## config.mk

```make
export PLATFORM = sky130hd
export DESIGN_NAME = priority_active_expired_scheduler
export DESIGN_NICKNAME = d
export VERILOG_FILES = /design/src/rtl/core/paee_pkg.sv /design/src/rtl/core/paee_ram.sv /design/src/rtl/core/paee_engine.sv /design/src/rtl/core/priority_active_expired_scheduler.sv
export SDC_FILE = /design/constraint.sdc
export NUM_CORES = 2
export LEC_CHECK = 0
export BUFFER_PORTS_ARGS = -buffer_cell sky130_fd_sc_hd__buf_4
export CAP_MARGIN = 20
export CORE_UTILIZATION = 45
export DETAILED_ROUTE_END_ITERATION = 10
export PLACE_DENSITY = 0.6
export SLEW_MARGIN = 20
export SYNTH_ARGS = -nofsm -noshare
export SYNTH_HDL_FRONTEND = slang
export SYNTH_HIERARCHICAL = 1
export SYNTH_SLANG_ARGS = --single-unit
```

## constraint.sdc

```tcl
create_clock -name aclk -period 10.5 [get_ports aclk]
set_input_delay 0.525 -clock aclk [delete_from_list [all_inputs] [get_ports aclk]]
set_output_delay 0.525 -clock aclk [all_outputs]
set_load 0.02 [all_outputs]
```

## src/rtl/core/paee_pkg.sv

```systemverilog
package paee_pkg;

    localparam int TAG_W    = 16;
    localparam int DYN_IN_W = 5;
    localparam int STAT_W   = 5;
    localparam int GDYN_W   = 4;

    localparam logic KIND_ADD  = 1'b0;
    localparam logic KIND_TAKE = 1'b1;

    typedef enum logic [2:0] {
        ST_QUEUED_ACTIVE  = 3'd0,
        ST_QUEUED_EXPIRED = 3'd1,
        ST_DROPPED        = 3'd2,
        ST_GRANTED        = 3'd3,
        ST_EMPTY          = 3'd4
    } status_t;

    typedef struct packed {
        logic                       kind;
        logic [TAG_W-1:0]           tag;
        logic signed [DYN_IN_W-1:0] dyn;
        logic [STAT_W-1:0]          stat;
    } item_t;

    typedef struct packed {
        status_t            status;
        logic [TAG_W-1:0]   tag;
        logic [GDYN_W-1:0]  dyn;
        logic [STAT_W-1:0]  stat;
    } result_t;

endpackage

```

## src/rtl/core/paee_ram.sv

```systemverilog
module paee_ram #(
    parameter int WIDTH = 8,
    parameter int DEPTH = 16
) (
    input  logic                     aclk,
    input  logic                     we,
    input  logic [$clog2(DEPTH)-1:0] waddr,
    input  logic [WIDTH-1:0]         wdata,
    input  logic [$clog2(DEPTH)-1:0] raddr,
    output logic [WIDTH-1:0]         rdata
);

    logic [WIDTH-1:0] mem [DEPTH];

    always_ff @(posedge aclk) begin
        if (we) begin
            mem[waddr] <= wdata;
        end
        rdata <= mem[raddr];
    end

endmodule

```

## src/rtl/core/paee_engine.sv

```systemverilog
module paee_engine #(
    parameter int QUEUE_DEPTH = 64,
    parameter int PRIO_LEVELS = 16
) (
    input  logic              aclk,
    input  logic              aresetn,
    input  logic              in_valid,
    output logic              in_ready,
    input  paee_pkg::item_t   in_item,
    output logic              res_valid,
    input  logic              res_ready,
    output paee_pkg::result_t res
);

    localparam int IDX_W     = $clog2(QUEUE_DEPTH);
    localparam int CNT_W     = $clog2(QUEUE_DEPTH + 1);
    localparam int LVL_W     = $clog2(PRIO_LEVELS);
    localparam int ENTRY_W   = paee_pkg::TAG_W + LVL_W + paee_pkg::STAT_W;
    localparam int RAM_DEPTH = 2 * (2 ** IDX_W);
    localparam int AW        = IDX_W + 1;
    localparam int DYN_LO    = paee_pkg::TAG_W;
    localparam int DYN_HI    = paee_pkg::TAG_W + LVL_W - 1;
    localparam logic [CNT_W-1:0] FULL_CNT = CNT_W'(QUEUE_DEPTH);
    localparam logic [6:0] MAX_LVL = 7'(PRIO_LEVELS - 1);

    typedef enum logic [1:0] {S_IDLE, S_SCAN, S_SHIFT, S_EMIT} state_t;

    state_t               state_reg, state_next;
    logic                 act_b_reg, act_b_next;
    logic [CNT_W-1:0]     cnt_a_reg, cnt_a_next;
    logic [CNT_W-1:0]     cnt_b_reg, cnt_b_next;
    logic [CNT_W-1:0]     n_reg, n_next;
    logic [IDX_W-1:0]     idx_reg, idx_next;
    logic [IDX_W-1:0]     best_idx_reg, best_idx_next;
    logic [ENTRY_W-1:0]   best_reg, best_next;
    logic                 bank_reg, bank_next;
    paee_pkg::result_t    res_reg, res_next;

    logic                 ram_we;
    logic [AW-1:0]        ram_waddr;
    logic [ENTRY_W-1:0]   ram_wdata;
    logic [AW-1:0]        ram_raddr;
    logic [ENTRY_W-1:0]   ram_rdata;

    logic                 add_target;
    logic [CNT_W-1:0]     add_cnt;
    logic [6:0]           lvl_raw;
    logic [6:0]           lvl_sat;
    logic                 take_bank;
    logic [CNT_W-1:0]     take_cnt;
    logic                 take_it;
    logic [CNT_W-1:0]     n_m1;

    function automatic paee_pkg::result_t idle_res(paee_pkg::status_t st);
        paee_pkg::result_t r;
        r.status = st;
        r.tag    = '0;
        r.dyn    = '0;
        r.stat   = paee_pkg::STAT_W'(1);
        return r;
    endfunction

    function automatic paee_pkg::result_t grant_res(logic [ENTRY_W-1:0] e);
        paee_pkg::result_t                   r;
        logic [paee_pkg::GDYN_W+LVL_W-1:0]   ext;
        ext      = {{paee_pkg::GDYN_W{1'b0}}, e[DYN_HI:DYN_LO]};
        r.status = paee_pkg::ST_GRANTED;
        r.tag    = e[paee_pkg::TAG_W-1:0];
        r.dyn    = ext[paee_pkg::GDYN_W-1:0];
        r.stat   = e[ENTRY_W-1:DYN_HI+1];
        return r;
    endfunction

    paee_ram #(
        .WIDTH (ENTRY_W),
        .DEPTH (RAM_DEPTH)
    ) u_ram (
        .aclk  (aclk),
        .we    (ram_we),
        .waddr (ram_waddr),
        .wdata (ram_wdata),
        .raddr (ram_raddr),
        .rdata (ram_rdata)
    );

    // level written for an add: clamped dynamic level, or static - 1 on refill
    always_comb begin
        if (!in_item.dyn[paee_pkg::DYN_IN_W-1]) begin
            lvl_raw = {2'b00, in_item.dyn[paee_pkg::DYN_IN_W-1:0]};
        end else if (in_item.stat == '0) begin
            lvl_raw = '0;
        end else begin
            lvl_raw = {2'b00, in_item.stat} - 7'd1;
        end
        lvl_sat = (lvl_raw > MAX_LVL) ? MAX_LVL : lvl_raw;
    end

    assign add_target = in_item.dyn[paee_pkg::DYN_IN_W-1] ? ~act_b_reg : act_b_reg;
    assign add_cnt    = add_target ? cnt_b_reg : cnt_a_reg;
    assign take_bank  = (((act_b_reg ? cnt_b_reg : cnt_a_reg) == '0)) ? ~act_b_reg : act_b_reg;
    assign take_cnt   = take_bank ? cnt_b_reg : cnt_a_reg;
    assign n_m1       = n_reg - CNT_W'(1);
    assign take_it    = (idx_reg == '0) || (ram_rdata[DYN_HI:DYN_LO] > best_reg[DYN_HI:DYN_LO]);

    always_comb begin
        state_next    = state_reg;
        act_b_next    = act_b_reg;
        cnt_a_next    = cnt_a_reg;
        cnt_b_next    = cnt_b_reg;
        n_next        = n_reg;
        idx_next      = idx_reg;
        best_idx_next = best_idx_reg;
        best_next     = best_reg;
        bank_next     = bank_reg;
        res_next      = res_reg;
        ram_we        = 1'b0;
        ram_waddr     = {bank_reg, idx_reg};
        ram_wdata     = ram_rdata;
        ram_raddr     = {bank_reg, idx_reg + IDX_W'(1)};
        in_ready      = 1'b0;
        res_valid     = 1'b0;

        case (state_reg)
            S_IDLE: begin
                in_ready = 1'b1;
                if (in_valid) begin
                    if (in_item.kind == paee_pkg::KIND_ADD) begin
                        state_next = S_EMIT;
                        if (add_cnt == FULL_CNT) begin
                            res_next = idle_res(paee_pkg::ST_DROPPED);
                        end else begin
                            ram_we    = 1'b1;
                            ram_waddr = {add_target, add_cnt[IDX_W-1:0]};
                            ram_wdata = {in_item.stat, lvl_sat[LVL_W-1:0], in_item.tag};
                            if (add_target) begin
                                cnt_b_next = cnt_b_reg + CNT_W'(1);
                            end else begin
                                cnt_a_next = cnt_a_reg + CNT_W'(1);
                            end
                            res_next = idle_res(in_item.dyn[paee_pkg::DYN_IN_W-1] ?
                                paee_pkg::ST_QUEUED_EXPIRED : paee_pkg::ST_QUEUED_ACTIVE);
                        end
                    end else begin
                        act_b_next = take_bank;
                        bank_next  = take_bank;
                        n_next     = take_cnt;
                        idx_next   = '0;
                        ram_raddr  = {take_bank, {IDX_W{1'b0}}};
                        if (take_cnt == '0) begin
                            res_next   = idle_res(paee_pkg::ST_EMPTY);
                            state_next = S_EMIT;
                        end else begin
                            state_next = S_SCAN;
                        end
                    end
                end
            end
            S_SCAN: begin
                // ram_rdata holds entry idx_reg; strict compare keeps the earliest
                if (take_it) begin
                    best_next     = ram_rdata;
                    best_idx_next = idx_reg;
                end
                if (CNT_W'(idx_reg) == n_m1) begin
                    if (CNT_W'(best_idx_next) == n_m1) begin
                        if (bank_reg) begin
                            cnt_b_next = n_m1;
                        end else begin
                            cnt_a_next = n_m1;
                        end
                        res_next   = grant_res(best_next);
                        state_next = S_EMIT;
                    end else begin
                        ram_raddr  = {bank_reg, best_idx_next + IDX_W'(1)};
                        idx_next   = best_idx_next;
                        state_next = S_SHIFT;
                    end
                end else begin
                    idx_next = idx_reg + IDX_W'(1);
                end
            end
            S_SHIFT: begin
                // ram_rdata holds entry idx_reg + 1, moved down one place
                ram_we    = 1'b1;
                ram_waddr = {bank_reg, idx_reg};
                ram_wdata = ram_rdata;
                if (CNT_W'(idx_reg) + CNT_W'(1) == n_m1) begin
                    if (bank_reg) begin
                        cnt_b_next = n_m1;
                    end else begin
                        cnt_a_next = n_m1;
                    end
                    res_next   = grant_res(best_reg);
                    state_next = S_EMIT;
                end else begin
                    ram_raddr = {bank_reg, idx_reg + IDX_W'(2)};
                    idx_next  = idx_reg + IDX_W'(1);
                end
            end
            S_EMIT: begin
                res_valid = 1'b1;
                if (res_ready) begin
                    state_next = S_IDLE;
                end
            end
            default: begin
                state_next = S_IDLE;
            end
        endcase
    end

    assign res = res_reg;

    always_ff @(posedge aclk) begin
        if (!aresetn) begin
            state_reg <= S_IDLE;
            act_b_reg <= 1'b0;
            cnt_a_reg <= '0;
            cnt_b_reg <= '0;
        end else begin
            state_reg    <= state_next;
            act_b_reg    <= act_b_next;
            cnt_a_reg    <= cnt_a_next;
            cnt_b_reg    <= cnt_b_next;
            n_reg        <= n_next;
            idx_reg      <= idx_next;
            best_idx_reg <= best_idx_next;
            best_reg     <= best_next;
            bank_reg     <= bank_next;
            res_reg      <= res_next;
        end
    end

endmodule

```

## src/rtl/core/priority_active_expired_scheduler.sv

```systemverilog
// add, or take on two empty banks: result passes S_EMIT and the output register to m_tvalid
// take of n entries, winner at index w: n scan reads plus n-1-w compaction steps,
// then S_EMIT and the output register as for an add
// s_tready rises as the result enters the output register, so one item in work
// aresetn (synchronous, active low) empties both banks and makes bank a active;
// entry ram contents stay undefined, no clearing pass
module priority_active_expired_scheduler #(
    parameter int QUEUE_DEPTH = 64,
    parameter int PRIO_LEVELS = 16
) (
    input  logic        aclk,
    input  logic        aresetn,
    // input stream
    input  logic        s_tvalid,
    output logic        s_tready,
    input  logic [31:0] s_tdata,   // task_tag[15:0], dynamic_level[20:16], static_level[25:21]
    input  logic [0:0]  s_tuser,   // kind[0]
    // result stream
    output logic        m_tvalid,
    input  logic        m_tready,
    output logic [31:0] m_tdata,   // granted_tag[15:0], granted_dynamic[19:16],
                                   // granted_static[24:20]
    output logic [2:0]  m_tuser    // status[2:0]
);

    paee_pkg::item_t   in_item;
    paee_pkg::result_t eng_res;
    logic              eng_res_valid;
    logic              eng_res_ready;

    // output register
    logic              m_tvalid_reg, m_tvalid_next;
    paee_pkg::result_t out_reg, out_next;

    // unpack the input transfer
    assign in_item.kind = s_tuser[0];
    assign in_item.tag  = s_tdata[15:0];
    assign in_item.dyn  = s_tdata[20:16];
    assign in_item.stat = s_tdata[25:21];

    // sequencer around the entry ram: add, scan for the maximum, compaction
    paee_engine #(
        .QUEUE_DEPTH (QUEUE_DEPTH),
        .PRIO_LEVELS (PRIO_LEVELS)
    ) u_engine (
        .aclk      (aclk),
        .aresetn   (aresetn),
        .in_valid  (s_tvalid),
        .in_ready  (s_tready),
        .in_item   (in_item),
        .res_valid (eng_res_valid),
        .res_ready (eng_res_ready),
        .res       (eng_res)
    );

    // the result register takes a new result when empty or being drained
    assign eng_res_ready = !m_tvalid_reg || m_tready;

    always_comb begin
        m_tvalid_next = m_tvalid_reg;
        out_next      = out_reg;
        if (eng_res_valid && eng_res_ready) begin
            m_tvalid_next = 1'b1;
            out_next      = eng_res;
        end else if (m_tready) begin
            m_tvalid_next = 1'b0;
        end
    end

    always_ff @(posedge aclk) begin
        if (!aresetn) begin
            m_tvalid_reg <= 1'b0;
        end else begin
            m_tvalid_reg <= m_tvalid_next;
            out_reg      <= out_next;
        end
    end

    // pack the result transfer
    assign m_tvalid = m_tvalid_reg;
    assign m_tuser  = out_reg.status;
    assign m_tdata  = {7'b0, out_reg.stat, out_reg.dyn, out_reg.tag};

endmodule

```

==> metrics.cfg <==
[synth]
synth_area_um2 = 129000
synth_area_leaders = edfxtp_1 (77%), mux4_2 (18%), dfxtp_1 (0.67%)
synth_top_area_share_pct = 76.6
yosys.area.top_type = edfxtp_1
synth_cell_types = 79
yosysWarnings = 6
syn_area_per_cell_um2 = 23.9
synth_edf_count = 3301
async_flop_share_pct = 0
synth-seq-area-share_pct = 77.3
ys_seq_elements = 3344
synth_cells = 5410
synth_flop_cell = edfxtp_1

[floorplan]
die_area_um2 = 290000
num_io_pins = 74
core_um2 = 285000
rows = 196
die_h_um = 538
die_w_um = 538
start_util_pct = 45.3

[layout]
drive_above_1_share_pct = 33.4
design_area_um2 = 148000
final_cell_mix = edfxtp_1 (3301), mux4_2 (1050), clkbuf_16 (341)
mostFrequentLayoutCell = edfxtp_1
area_growth_pct = 14.2
final_util_pct = 51.8
largest_reg_flops = 3200
nets = 5779

[clock_network]
cts_hold_buf = 4
cts-root-buf = clkbuf_16
cts.reportedPaths.clkPinSlew_ns = 0.06
clk_path_buf_depth = 4
cts.sinks = 3344
clock_latency_ns = 0.89
cts_setup_buffers = 0
post_cts_resized = 0
htreeDepth = 5
cts_buffers = 331
cts_tree = yes

[grt]
grt_max_degree = 119
antenna_found_initial = 25
first_global_vias = 60400
grt.overflow.total = 0
grtUsageTotal_pct = 22.5
grt_first_pass_wirelength_um = 460000

[sta]
tightest_slew_ns = 1.18
slew_headroom_pct = 21.1
fin_worst_skew_ns = 0.0637
layout_min_cycle_time_ns = 7.92
hold_violations = 0
rsz0062_at_grt = no
setup_violations = 0
layout_worst_path_cycle_share_pct = 75.5
setup_slack_ns = 2.58
drv_slew = 0
fmax_mhz = 126
fin_setup_tns_ns = 0

[placed_design]
dp_slack_ns = 2.63
placed_area_um2 = 137000
io_buffers = 60
place_congestion = 0.870
dp_hpwl_um = 182000

[pwr]
p_sw_share_pct = 34.2
power_frac_comb_pct = 39.2
p_leak_nw = 45.3
p_int_mw = 31.3
power.density_nw_per_um2 = 321
p_seq_share_pct = 36.7
pwr-share-clk_pct = 24.1
ir_worst_vdd_v = 0.000335
p_switching_mw = 16.2

[detailed_routing]
post-route-drc-count = 0
routed_wl_um = 327000
wl_per_cell_um = 33.5
num_vias = 59900
drt-pass1-iter-count = 8
vias_per_cell = 6.13
antenna_left = 0
drt_iter0_drc = 6984

[setup_path]
regToRegEndpoint = u_engine/u_ram/rdata[1]$_DFF_P_
critPathLaunchType = flip-flop
ff2ff_setup_slack_ns = 2.58
r2r-start = u_engine/idx_reg[0]$_DFFE_PP_
cp_data_arrival_time_ns = 8.66
end_kind = flip-flop
r2r.worst_path.cells = 16
cp_data_required_time_ns = 11.24
crit_type = flip-flop to flip-flop
crit_path_max_fanout = 83

[hold_path]
holdPathStages = 2
hold_start = s_tdata[20]
hold_path_class = primary input to flip-flop
hold_path_end = u_engine/res[25]$_DFFE_PP_

[flow_run]
cap_viol_max_count = 0

[outcome]
status = complete, no violations

==> metal layers <==
layer / vias to the layer above / wire (µm) / global-route usage [%]
met3: 404 / 25900 / 3.37
met4: 8 / 8080 / 5.83
li1: 24000 / - / -
met1: 33000 / 134000 / 32.3
met2: 2462 / 160000 / 36.4
met5: - / 42 / 0
==> worst max-delay path: stages, from the launching register on <==
cell	delay [ns]
edfxtp_1	0.66
inv_1	0.28
ha_1	0.27
nand2_1	0.23
nand3_2	0.78
a21o_1	0.44
nand2_1	0.08
nand4_1	0.35
and2_1	0.40
o211a_1	0.26
o2bb2ai_4	0.68
buf_12	0.41
buf_12	0.58
mux4_2	0.61
mux4_2	0.59
mux4_2	0.63
mux2_2	0.30
==> worst max path at each step <==
stage / slack (ns) / from / to
finish: 2.58 / u_engine/idx_reg[0]$_DFFE_PP_ / u_engine/u_ram/rdata[1]$_DFF_P_
global route: 2.30 / u_engine/idx_reg[0]$_DFFE_PP_ / u_engine/u_ram/rdata[1]$_DFF_P_
CTS: 2.59 / u_engine/idx_reg[0]$_DFFE_PP_ / u_engine/u_ram/rdata[1]$_DFF_P_
detailed placement: 2.63 / u_engine/idx_reg[0]$_DFFE_PP_ / u_engine/u_ram/rdata[12]$_DFF_P_
global placement: 2.63 / u_engine/idx_reg[0]$_DFFE_PP_ / u_engine/u_ram/rdata[1]$_DFF_P_
floorplan: 2.43 / s_tdata[20] / u_engine/u_ram/mem[0][18]$_DFFE_PP_
==> synth_stat cells, drive strengths merged, types with 4 or more instances <==
cell / instances
edfxtp: 3301
mux4: 1050
nor2: 185
clkbuf: 159
buf: 137
nand2: 90
mux2: 69
dfxtp: 43
o21ai: 42
a21oi: 30
inv: 28
a22oi: 27
nand3: 25
nor3: 19
ha: 16
nand4: 16
mux2i: 15
xnor2: 15
xor2: 14
nand2b: 12
nor2b: 10
and3: 9
nor4: 7
a31oi: 6
o32ai: 6
a21boi: 5
a21o: 5
o211ai: 5
o31a: 5
or3: 5
o2bb2ai: 4
==> power by group through the flow <==
stage / Combinational, mW / Sequential [mW] / Clock, mW
after global placement: 18.5 / 17.7 / 0
after CTS: 18.8 / 17.4 / 11.6
after floorplan: 11.6 / 17.8 / 0
after detailed placement: 18.8 / 17.7 / 0
final: 18.6 / 17.4 / 11.4
after global routing: 19.4 / 17.4 / 12.1
==> cell families after synthesis <==
kind of cell	after synthesis	share of synthesized area [%]
DFF	3344	77.3
muxes	1134	19.0
and+or+nand+nor	385	1.33
buffers and inverters	325	1.07
AOI/OAI and AO/OA	174	0.966
xor gates and xnor gates	30	0.219
adders and majority gates	17	0.162
other	1	0.00290
==> area by class of cell <==
class | instances | area (µm²)
fill | 21900 | 138000
sequential | 3344 | 100000
multi-input combinational | 1747 | 29300
clock buffer | 420 | 8850
tap | 3762 | 4710
timing repair buffer | 273 | 3290
clock inverter | 168 | 1490
inverter | 29 | 109
antenna | 17 | 42.5
==> through the flow <==
| stage | hold slack (ns) | cells | power, mW |
|---|---|---|---|
| after floorplan | 0.400 | 5416 | 29.4 |
| after global placement | 0.403 | 9097 | 36.2 |
| final | 0.0888 | 9760 | 47.5 |
| after detailed placement | 0.405 | 9124 | 36.5 |
| after global routing | 0.0751 | 9744 | 49.0 |
| after CTS | 0.0233 | 9716 | 47.9 |
Power figures use the tool's default switching activity.
